`config.mk`:
```
export PLATFORM = sky130hd
export DESIGN_NAME = bounded_priority_job_queue_unit_flat
export DESIGN_NICKNAME = d
export VERILOG_FILES = /design/src/hw/rtl/bpjq_pkg.sv /design/src/hw/rtl/bpjq_if.sv /design/src/hw/rtl/bpjq_ram.sv /design/src/hw/rtl/bpjq_ctrl.sv /design/src/hw/rtl/bpjq_dp.sv /design/src/hw/rtl/bounded_priority_job_queue_unit.sv /design/src/flat_wrapper.sv
export SDC_FILE = /design/constraint.sdc
export NUM_CORES = 1
export LEC_CHECK = 0
export BUFFER_PORTS_ARGS = -buffer_cell sky130_fd_sc_hd__buf_2
export CORE_ASPECT_RATIO = 1.4
export CORE_MARGIN = 1.5
export CORE_UTILIZATION = 25
export DETAILED_ROUTE_END_ITERATION = 6
export PLACE_DENSITY = 0.47
export SYNTH_ARGS = -nofsm -noshare
export SYNTH_HDL_FRONTEND = slang
export SYNTH_SLANG_ARGS = --single-unit
```
`constraint.sdc`:
```
create_clock -name clk_i -period 5.5 [get_ports clk_i]
set_input_delay 0.55 -clock clk_i [delete_from_list [all_inputs] [get_ports clk_i]]
set_output_delay 0.55 -clock clk_i [all_outputs]
set_load 0.005 [all_outputs]
```
`src/hw/rtl/bpjq_pkg.sv`:
```
// Package for the bounded priority job queue: operation codes, job entry,
// channel beat types, controller states and the controller/datapath bundles.
// Has no dependencies; every other file of the block but bpjq_ram uses it.
`default_nettype none

package bpjq_pkg;

  typedef enum logic [1:0] {
    OP_PUSH = 2'd0,
    OP_POP  = 2'd1,
    OP_DONE = 2'd2,
    OP_NOP  = 2'd3
  } op_e;

  typedef struct packed {
    logic [3:0]  prio;
    logic [3:0]  ctime;
    logic [7:0]  prod;
    logic [16:0] id;
  } entry_t;

  localparam int unsigned EntryW = $bits(entry_t);

  typedef struct packed {
    logic [1:0]  operation;
    logic [3:0]  job_priority;
    logic [3:0]  job_compute_time;
    logic [7:0]  producer_number;
    logic [16:0] job_identifier;
  } in_item_t;

  typedef struct packed {
    logic        push_accepted;
    logic        job_valid;
    logic        quota_done;
    logic [3:0]  out_priority;
    logic [3:0]  out_compute_time;
    logic [7:0]  out_producer;
    logic [16:0] out_job_id;
    logic [3:0]  occupancy;
    logic [15:0] created_count;
    logic [15:0] completed_count;
  } out_item_t;

  typedef enum logic [2:0] {
    ST_IDLE,
    ST_EXEC,
    ST_SCAN,
    ST_SCAN_DRAIN,
    ST_SHIFT_SETUP,
    ST_SHIFT,
    ST_SHIFT_DRAIN,
    ST_FINISH
  } state_e;

  typedef struct packed {
    logic capture;
    logic scan_init;
    logic scan_rd;
    logic shift_init;
    logic shift_rd;
    logic commit;
  } cmd_t;

  typedef struct packed {
    logic pop_go;
    logic scan_end;
    logic shift_none;
    logic shift_end;
    logic out_free;
  } sts_t;

endpackage

`default_nettype wire

```
`src/hw/rtl/bpjq_if.sv`:
```
// Channel interfaces for the job queue: one for input beats, one for results.
// Depends on bpjq_pkg for the beat types.
`default_nettype none

interface bpjq_in_if;
  logic               valid;
  logic               ready;
  bpjq_pkg::in_item_t payload;

  modport source (output valid, output payload, input ready);
  modport sink (input valid, input payload, output ready);
endinterface

interface bpjq_out_if;
  logic                valid;
  logic                ready;
  bpjq_pkg::out_item_t payload;

  modport source (output valid, output payload, input ready);
  modport sink (input valid, input payload, output ready);
endinterface

`default_nettype wire

```
`src/hw/rtl/bpjq_ram.sv`:
```
// Generic single-write, single-read RAM with a registered read port.
// No dependencies.
`default_nettype none

module bpjq_ram #(
  parameter int unsigned WIDTH = 8,
  parameter int unsigned DEPTH = 8
) (
  input  wire logic                     clk_i,
  input  wire logic                     we_i,
  input  wire logic [$clog2(DEPTH)-1:0] waddr_i,
  input  wire logic [WIDTH-1:0]         wdata_i,
  input  wire logic [$clog2(DEPTH)-1:0] raddr_i,
  output logic      [WIDTH-1:0]         rdata_o
);

  logic [WIDTH-1:0] mem_q [DEPTH];

  always_ff @(posedge clk_i) begin
    if (we_i) begin
      mem_q[waddr_i] <= wdata_i;
    end
    rdata_o <= mem_q[raddr_i];
  end

endmodule

`default_nettype wire

```
`src/hw/rtl/bpjq_ctrl.sv`:
```
// Controller state machine of the job queue: sequences capture, the priority
// scan, the compaction pass and the commit. Depends on bpjq_pkg.
`default_nettype none

module bpjq_ctrl (
  input  wire logic           clk_i,
  input  wire logic           rst_ni,
  input  wire logic           in_valid_i,
  output logic                in_ready_o,
  input  wire bpjq_pkg::sts_t sts_i,
  output bpjq_pkg::cmd_t      cmd_o
);

  bpjq_pkg::state_e state_q, state_d;

  always_ff @(posedge clk_i or negedge rst_ni) begin
    if (!rst_ni) begin
      state_q <= bpjq_pkg::ST_IDLE;
    end else begin
      state_q <= state_d;
    end
  end

  always_comb begin
    state_d    = state_q;
    cmd_o      = '0;
    in_ready_o = 1'b0;
    case (state_q)
      bpjq_pkg::ST_IDLE: begin
        in_ready_o    = 1'b1;
        cmd_o.capture = in_valid_i;
        if (in_valid_i) begin
          state_d = bpjq_pkg::ST_EXEC;
        end
      end
      bpjq_pkg::ST_EXEC: begin
        if (sts_i.pop_go) begin
          cmd_o.scan_init = 1'b1;
          state_d         = bpjq_pkg::ST_SCAN;
        end else begin
          state_d = bpjq_pkg::ST_FINISH;
        end
      end
      bpjq_pkg::ST_SCAN: begin
        cmd_o.scan_rd = 1'b1;
        if (sts_i.scan_end) begin
          state_d = bpjq_pkg::ST_SCAN_DRAIN;
        end
      end
      bpjq_pkg::ST_SCAN_DRAIN: begin
        state_d = bpjq_pkg::ST_SHIFT_SETUP;
      end
      bpjq_pkg::ST_SHIFT_SETUP: begin
        cmd_o.shift_init = 1'b1;
        state_d = sts_i.shift_none ? bpjq_pkg::ST_FINISH : bpjq_pkg::ST_SHIFT;
      end
      bpjq_pkg::ST_SHIFT: begin
        cmd_o.shift_rd = 1'b1;
        if (sts_i.shift_end) begin
          state_d = bpjq_pkg::ST_SHIFT_DRAIN;
        end
      end
      bpjq_pkg::ST_SHIFT_DRAIN: begin
        state_d = bpjq_pkg::ST_FINISH;
      end
      bpjq_pkg::ST_FINISH: begin
        if (sts_i.out_free) begin
          cmd_o.commit = 1'b1;
          state_d      = bpjq_pkg::ST_IDLE;
        end
      end
      default: begin
        state_d = bpjq_pkg::ST_IDLE;
      end
    endcase
  end

endmodule

`default_nettype wire

```
`src/hw/rtl/bpjq_dp.sv`:
```
// Datapath of the job queue: counters, quota, captured beat, scan and
// compaction pointers, entry RAM port control and the result register.
// Depends on bpjq_pkg; drives a bpjq_ram instance at the top level.
`default_nettype none

module bpjq_dp #(
  parameter int unsigned QUEUE_DEPTH = 8,
  localparam int unsigned IdxW = $clog2(QUEUE_DEPTH),
  localparam int unsigned CntW = $clog2(QUEUE_DEPTH + 1)
) (
  input  wire logic                 clk_i,
  input  wire logic                 rst_ni,
  input  wire logic                 cfg_we_i,
  input  wire logic [15:0]          cfg_wdata_i,
  input  wire bpjq_pkg::in_item_t   in_item_i,
  input  wire logic                 out_ready_i,
  output logic                      out_valid_o,
  output bpjq_pkg::out_item_t       out_item_o,
  input  wire bpjq_pkg::cmd_t       cmd_i,
  output bpjq_pkg::sts_t            sts_o,
  output logic                      ram_we_o,
  output logic [IdxW-1:0]           ram_waddr_o,
  output logic [bpjq_pkg::EntryW-1:0] ram_wdata_o,
  output logic [IdxW-1:0]           ram_raddr_o,
  input  wire logic [bpjq_pkg::EntryW-1:0] ram_rdata_i
);

  logic [15:0]         quota_q, created_q, created_d, completed_q, completed_d;
  logic [CntW-1:0]     count_q, count_d;
  bpjq_pkg::in_item_t  item_q;
  logic [IdxW-1:0]     ptr_q, ptr_d;
  logic                cmp_vld_q;
  logic [IdxW-1:0]     cmp_idx_q;
  logic [IdxW-1:0]     best_idx_q;
  bpjq_pkg::entry_t    best_q;
  logic                wr_vld_q;
  logic [IdxW-1:0]     wr_idx_q;
  logic                out_valid_q;
  bpjq_pkg::out_item_t out_q, out_d;
  bpjq_pkg::entry_t    rd_entry, push_entry;
  bpjq_pkg::op_e       op;
  logic [CntW-1:0]     last_idx, best_nxt;
  logic [CntW+3:0]     occ_ext;
  logic                created_at_quota, completed_at_quota, push_ok;
  logic [15:0]         created_inc, completed_inc;

  assign op         = bpjq_pkg::op_e'(item_q.operation);
  assign rd_entry   = bpjq_pkg::entry_t'(ram_rdata_i);
  assign push_entry = '{prio: item_q.job_priority, ctime: item_q.job_compute_time,
                        prod: item_q.producer_number, id: item_q.job_identifier};

  assign created_at_quota   = created_q >= quota_q;
  assign completed_at_quota = completed_q >= quota_q;
  assign push_ok     = !created_at_quota && (count_q < CntW'(QUEUE_DEPTH));
  assign created_inc   = created_q + 16'd1;
  assign completed_inc = completed_q + 16'd1;

  assign last_idx = count_q - CntW'(1);
  assign best_nxt = CntW'(best_idx_q) + CntW'(1);

  assign sts_o.pop_go     = (op == bpjq_pkg::OP_POP) && !completed_at_quota &&
                            (count_q != '0);
  assign sts_o.scan_end   = CntW'(ptr_q) == last_idx;
  assign sts_o.shift_none = best_nxt == count_q;
  assign sts_o.shift_end  = CntW'(ptr_q) == last_idx;
  assign sts_o.out_free   = !out_valid_q || out_ready_i;

  assign ram_raddr_o = ptr_q;
  assign ram_we_o    = wr_vld_q || (cmd_i.commit && (op == bpjq_pkg::OP_PUSH) && push_ok);
  assign ram_waddr_o = wr_vld_q ? wr_idx_q : count_q[IdxW-1:0];
  assign ram_wdata_o = wr_vld_q ? ram_rdata_i : push_entry;

  always_comb begin
    ptr_d = ptr_q;
    if (cmd_i.scan_init) begin
      ptr_d = '0;
    end else if (cmd_i.shift_init) begin
      ptr_d = best_idx_q + 1'b1;
    end else if (cmd_i.scan_rd || cmd_i.shift_rd) begin
      ptr_d = ptr_q + 1'b1;
    end
  end

  always_comb begin
    count_d     = count_q;
    created_d   = created_q;
    completed_d = completed_q;
    out_d       = '0;
    case (op)
      bpjq_pkg::OP_PUSH: begin
        if (created_at_quota) begin
          out_d.quota_done = 1'b1;
        end else if (push_ok) begin
          count_d             = count_q + CntW'(1);
          created_d           = created_inc;
          out_d.push_accepted = 1'b1;
          out_d.quota_done    = created_inc >= quota_q;
        end
      end
      bpjq_pkg::OP_POP: begin
        if (completed_at_quota) begin
          out_d.quota_done = 1'b1;
        end else if (count_q != '0) begin
          count_d                = count_q - CntW'(1);
          out_d.job_valid        = 1'b1;
          out_d.out_priority     = best_q.prio;
          out_d.out_compute_time = best_q.ctime;
          out_d.out_producer     = best_q.prod;
          out_d.out_job_id       = best_q.id;
        end
      end
      bpjq_pkg::OP_DONE: begin
        if (completed_at_quota) begin
          out_d.quota_done = 1'b1;
        end else begin
          completed_d      = completed_inc;
          out_d.quota_done = completed_inc >= quota_q;
        end
      end
      default: begin
        out_d = '0;
      end
    endcase
    occ_ext               = {4'b0, count_d};
    out_d.occupancy       = occ_ext[3:0];
    out_d.created_count   = created_d;
    out_d.completed_count = completed_d;
  end

  always_ff @(posedge clk_i or negedge rst_ni) begin
    if (!rst_ni) begin
      quota_q     <= '0;
      created_q   <= '0;
      completed_q <= '0;
      count_q     <= '0;
      cmp_vld_q   <= 1'b0;
      wr_vld_q    <= 1'b0;
      out_valid_q <= 1'b0;
    end else begin
      if (cfg_we_i) begin
        quota_q <= cfg_wdata_i;
      end
      cmp_vld_q <= cmd_i.scan_rd;
      wr_vld_q  <= cmd_i.shift_rd;
      if (cmd_i.commit) begin
        created_q   <= created_d;
        completed_q <= completed_d;
        count_q     <= count_d;
        out_valid_q <= 1'b1;
      end else if (out_ready_i) begin
        out_valid_q <= 1'b0;
      end
    end
  end

  always_ff @(posedge clk_i) begin
    ptr_q     <= ptr_d;
    cmp_idx_q <= ptr_q;
    wr_idx_q  <= ptr_q - 1'b1;
    if (cmd_i.capture) begin
      item_q <= in_item_i;
    end
    if (cmp_vld_q && ((cmp_idx_q == '0) || (rd_entry.prio > best_q.prio))) begin
      best_q     <= rd_entry;
      best_idx_q <= cmp_idx_q;
    end
    if (cmd_i.commit) begin
      out_q <= out_d;
    end
  end

  assign out_valid_o = out_valid_q;
  assign out_item_o  = out_q;

endmodule

`default_nettype wire

```
`src/hw/rtl/bounded_priority_job_queue_unit.sv`:
```
// Top level of the bounded priority job queue: controller, datapath and the
// entry RAM. Depends on bpjq_pkg, bpjq_if, bpjq_ram, bpjq_ctrl and bpjq_dp.
//
//   Channel   Direction  Beat              Handshake
//   in_i      sink       operation + job   valid/ready
//   out_o     source     one result        valid/ready
//   cfg       input      job_quota         cfg_we_i, no wait
//
// Push, completion, no-op and non-removing pop beats go from capture through execute to commit.
// A pop that removes a job also scans all occupied entries, one entry per cycle, and then
// moves the entries behind the removed job up, one per cycle; the move is skipped
// when the removed job is the newest entry.
// Reset clears the counters, the quota and the occupancy; the RAM is not cleared.
// One beat is in work at a time; a result waiting on out_o holds only the commit.
`default_nettype none

module bounded_priority_job_queue_unit #(
  parameter int unsigned QUEUE_DEPTH = 8
) (
  input  wire logic  clk_i,
  input  wire logic  rst_ni,
  input  wire logic  cfg_we_i,
  input  wire logic [15:0] cfg_wdata_i,
  bpjq_in_if.sink    in_i,
  bpjq_out_if.source out_o
);

  localparam int unsigned IdxW = $clog2(QUEUE_DEPTH);

  bpjq_pkg::cmd_t              cmd;
  bpjq_pkg::sts_t              sts;
  logic                        ram_we;
  logic [IdxW-1:0]             ram_waddr, ram_raddr;
  logic [bpjq_pkg::EntryW-1:0] ram_wdata, ram_rdata;

  bpjq_ctrl u_ctrl (
    .clk_i      (clk_i),
    .rst_ni     (rst_ni),
    .in_valid_i (in_i.valid),
    .in_ready_o (in_i.ready),
    .sts_i      (sts),
    .cmd_o      (cmd)
  );

  bpjq_dp #(
    .QUEUE_DEPTH (QUEUE_DEPTH)
  ) u_dp (
    .clk_i       (clk_i),
    .rst_ni      (rst_ni),
    .cfg_we_i    (cfg_we_i),
    .cfg_wdata_i (cfg_wdata_i),
    .in_item_i   (in_i.payload),
    .out_ready_i (out_o.ready),
    .out_valid_o (out_o.valid),
    .out_item_o  (out_o.payload),
    .cmd_i       (cmd),
    .sts_o       (sts),
    .ram_we_o    (ram_we),
    .ram_waddr_o (ram_waddr),
    .ram_wdata_o (ram_wdata),
    .ram_raddr_o (ram_raddr),
    .ram_rdata_i (ram_rdata)
  );

  bpjq_ram #(
    .WIDTH (bpjq_pkg::EntryW),
    .DEPTH (QUEUE_DEPTH)
  ) u_ram (
    .clk_i   (clk_i),
    .we_i    (ram_we),
    .waddr_i (ram_waddr),
    .wdata_i (ram_wdata),
    .raddr_i (ram_raddr),
    .rdata_o (ram_rdata)
  );

endmodule

`default_nettype wire

```
`src/flat_wrapper.sv`:
```
// flat-port wrapper written by rule: the top's interface ports become plain ports
module bounded_priority_job_queue_unit_flat 
#(
  parameter int unsigned QUEUE_DEPTH = 8
)
  (clk_i, rst_ni, cfg_we_i, cfg_wdata_i, in_i_valid, in_i_payload, in_i_ready, out_o_valid, out_o_payload, out_o_ready);
  bpjq_in_if in_i_i ();
  bpjq_out_if out_o_i ();
  input  wire logic clk_i;
  input  wire logic rst_ni;
  input  wire logic cfg_we_i;
  input  wire logic [15:0] cfg_wdata_i;
  input wire logic [$bits(in_i_i.valid)-1:0] in_i_valid;
  input wire logic [$bits(in_i_i.payload)-1:0] in_i_payload;
  output wire logic [$bits(in_i_i.ready)-1:0] in_i_ready;
  output wire logic [$bits(out_o_i.valid)-1:0] out_o_valid;
  output wire logic [$bits(out_o_i.payload)-1:0] out_o_payload;
  input wire logic [$bits(out_o_i.ready)-1:0] out_o_ready;
  assign in_i_i.valid = in_i_valid;
  assign in_i_i.payload = in_i_payload;
  assign in_i_ready = in_i_i.ready;
  assign out_o_valid = out_o_i.valid;
  assign out_o_payload = out_o_i.payload;
  assign out_o_i.ready = out_o_ready;
  bounded_priority_job_queue_unit #(.QUEUE_DEPTH(QUEUE_DEPTH)) u_core (.clk_i(clk_i), .rst_ni(rst_ni), .cfg_we_i(cfg_we_i), .cfg_wdata_i(cfg_wdata_i), .in_i(in_i_i), .out_o(out_o_i));
endmodule
```
==> run_results.csv <==
group,metric,value,unit
run_status,status,"finished clean",
cells_and_area,fin_util,29.6,%
sta,worst_slew_pin_slew,1.20,ns
cts,cts_root_buf,"clkbuf_16",
pwr,leakage,8.93,nW
logic_synthesis,synth_flop_cell,"edfxtp_1",
cts,cts_tree,"built",
logic_synthesis,async_flop_share,11.4,%
cts,numCtsBuffers,55,
hold_path,min_to,"u_core.u_dp.item_q[13]",
pwr,combPwrFrac,2.0,%
die,fp.dieW,250,um
route,via_per_inst,4.35,
logic_synthesis,syn_nets,1431,
setup_path,reg2reg_from,"u_core.u_dp.created_q[15]",
die,ioPinCount,130,
cells_and_area,areaGrowthSynthToFinish,16.8,%
job,cap_violations,0,
logic_synthesis,synth_area_leaders,"edfxtp_1, mux4_2, dfrtp_1, ha_1, dfxtp_1",
placed_design,io_buffers,129,
route,dr.pass1.iters,5,
route,ant_nets,0,
setup_path,startpoint_type,"register",
logic_synthesis,syn_area,21400,sq um
pwr,powerDensity,313,nW/um^2
logic_synthesis,synth_edf_count,407,
hold_path,holdPathStages,1,
sta,fin_crit_sh,69.2,%
pwr,clock_power_share,45.6,%
sta,hold_slack,0.0815,ns
hold_path,worstHoldPathType,"input port to register",
sta,rsz0062_at_grt,"false",
setup_path,reg2regPathDepth,8,
route,vias,11200,
sta,finClkSkew,0.0484,ns
route,wl,51.0,mm
pwr,switching_share,22.0,%
logic_synthesis,yosysTopAreaCellShare,57.1,%
logic_synthesis,ys_top_cells_by_count,"edfxtp_1, ha_1, nand2_1",
route,drc,0,
pwr,ir_drop,0.000233,V
setup_path,required,5.84,ns
setup_path,worst_setup_path_end_kind,"register",
logic_synthesis,yosysMostFrequentCell,"edfxtp_1",
route,first_iter_violations,791,
die,die_area,87400,sq um
logic_synthesis,yosys_warnings,0,
placed_design,hpwl,32.8,mm
logic_synthesis,yosysTopAreaCell,"edfxtp_1",
grt,grt_usage,11.7,%
logic_synthesis,syn_avg_cell_area,16.5,sq um
cts,clock_latency,0.64,ns
pwr,p_seq_share,52.4,%
die,fp.dieH,349,um
logic_synthesis,synth_cells,1300,
setup_path,reg2reg_to,"u_core.u_ram.mem_q[4][31]",
grt,overflow,0,
cts,cts.sinks,507,
pwr,total_power,7.84,mW
grt,grt_max_degree,71,
pwr,power_switching,1.73,mW
logic_synthesis,synth-seq-cells,507,
cts,ctsHoldBuffers,0,
setup_path,worstPathArrival,4.15,ns
cts,path_clk_slew,0.06,ns
cells_and_area,n_fill_cell,8444,
pwr,internal_power,6.11,mW
cts,cts-resized-gates,0,
setup_path,crit_fanout,22,
die,start_util,25.3,%
die,rows,126,
route,wl_per_cell,19.8,um
placed_design,dp_slack,1.67,ns
sta,maxSlewViolCount,0,
cts,h-tree-depth,2,
sta,finalSetupTns,0,ns
sta,fmaxAchievable,0.263,GHz
logic_synthesis,ys_seq_area_share,67.8,%
setup_path,r2r_slack,1.69,ns
sta,relSlewSlack,20.0,%
cells_and_area,nets,1573,
grt,grt_pass1_wl,76.9,mm
grt,grt_pass1_vias,12100,
cts,post-cts-setup-buffers,0,
grt,antenna_found_initial,0,
logic_synthesis,yosysUniqueCellTypes,75,
die,core_area,84500,sq um
sta,worst_slack,1.69,ns
setup_path,critical_path_class,"register to register",
placed_design,gp_congestion,0.775,
hold_path,min_from,"in_i_payload[13]",
cts,cts_buffer_depth,3,
cells_and_area,layout-drive-gt1-share,28.4,%
sta,finalCriticalPeriod,3.81,ns
sta,setup_viol,0,
sta,hold_viol_final,0,
final cells by class:
| type | count | area (sq um) | area share (%) |
|---|---|---|---|
| tap | 1088 | 1360 | 5.44 |
| clock inverter | 37 | 297 | 1.19 |
| multi-input combinational | 688 | 6420 | 25.7 |
| antenna | 1 | 2.50 | 0.0100 |
| sequential | 507 | 14500 | 58.1 |
| clock buffer | 64 | 1440 | 5.76 |
| timing repair buffer | 150 | 803 | 3.21 |
| inverter | 40 | 153 | 0.610 |
worst max-delay path, cell delays in order, from the launching register on:
cell and delay (ns):
dfrtp_1 0.45, ha_1 0.35, nand4_1 0.28, or3_1 0.47, o32ai_2 0.50, nor3_4 0.12, a21oi_1 0.68, nor2_4 0.34
buf_4 0.31
worst max-delay path by stage:
stage                              start                         to  depth (start not counted)
6_report       u_core.u_dp.created_q[15]  u_core.u_ram.mem_q[4][31]                          8
5_1_grt        u_core.u_dp.created_q[15]  u_core.u_ram.mem_q[4][31]                          8
4_1_cts        u_core.u_dp.created_q[15]  u_core.u_ram.mem_q[4][31]                          8
3_5_place_dp    u_core.u_dp.created_q[0]  u_core.u_ram.mem_q[4][19]                          9
3_3_place_gp    u_core.u_dp.created_q[0]  u_core.u_ram.mem_q[4][20]                          9
2_1_floorplan   u_core.u_dp.created_q[0]   u_core.u_ram.mem_q[6][0]                          8
cells by family (layout without fill, tap and decap cells):
| logic type | count (synthesis) | after routing | synth area share, % |
|---|---|---|---|
| other | 0 | 1 | 0 |
| AO/OA/AOI/OAI | 124 | 124 | 4.00 |
| multiplexers | 142 | 142 | 10.9 |
| buffers and inverters | 105 | 291 | 2.55 |
| AND/OR/NAND/NOR | 250 | 250 | 6.38 |
| adder cells (fa/ha/maj) | 75 | 75 | 4.38 |
| XOR/XNOR | 97 | 97 | 3.97 |
| flip-flops | 507 | 507 | 67.8 |
per-layer routing:
metal / vias up / GRT usage [%] / routed length [um]
met5: - / 0 / 0
li1: 5248 / - / -
met3: 77 / 2.04 / 1830
met2: 227 / 21.5 / 26700
met4: 0 / 3.67 / 1320
met1: 5659 / 13.8 / 21200
cells in the final DEF, fill, tap and decap left out, drive strengths merged, types with 36 or more instances in the layout:
master,count
edfxtp,407
buf,150
ha,75
nand2,74
mux2,72
mux4,66
clkbuf,64
xnor2,61
dfrtp,58
and3,47
nor2,47
inv,46
dfxtp,42
xor2,36
metrics by stage:
stage	cell area (sq um)	cells
6_report	25000	2575
3_3_place_gp	23300	2473
2_1_floorplan	21400	1300
3_5_place_dp	23300	2473
4_1_cts	25000	2574
5_1_grt	25000	2574
flip-flops by register name, indices dropped and copies added (netlist names), 3 cells and up:
signal / count
u_core.u_dp.out_item_o: 72
u_core.u_ram.rdata_o: 33
u_core.u_dp.wr_idx_q: 3
u_core.u_dp.cmp_idx_q: 3
u_core.u_dp.best_q: 33
u_core.u_dp.item_q: 33
u_core.u_ctrl.state_q: 3
u_core.u_dp.best_idx_q: 3
u_core.u_dp.quota_q: 16
u_core.u_dp.created_q: 16
u_core.u_dp.completed_q: 16
u_core.u_dp.ram_raddr_o: 3
u_core.u_dp.count_q: 4
u_core.u_ram.mem_q: 264
power groups by stage:
| stage | registers, mW | clock network (mW) | logic, mW |
|---|---|---|---|
| 6_report | 4.11 | 3.57 | 0.154 |
| 5_1_grt | 4.11 | 3.83 | 0.177 |
| 3_5_place_dp | 4.19 | 0 | 0.160 |
| 2_1_floorplan | 4.19 | 0 | 0.0892 |
| 4_1_cts | 4.11 | 3.71 | 0.160 |
| 3_3_place_gp | 4.19 | 0 | 0.157 |
(Power assumes the default switching activity.)
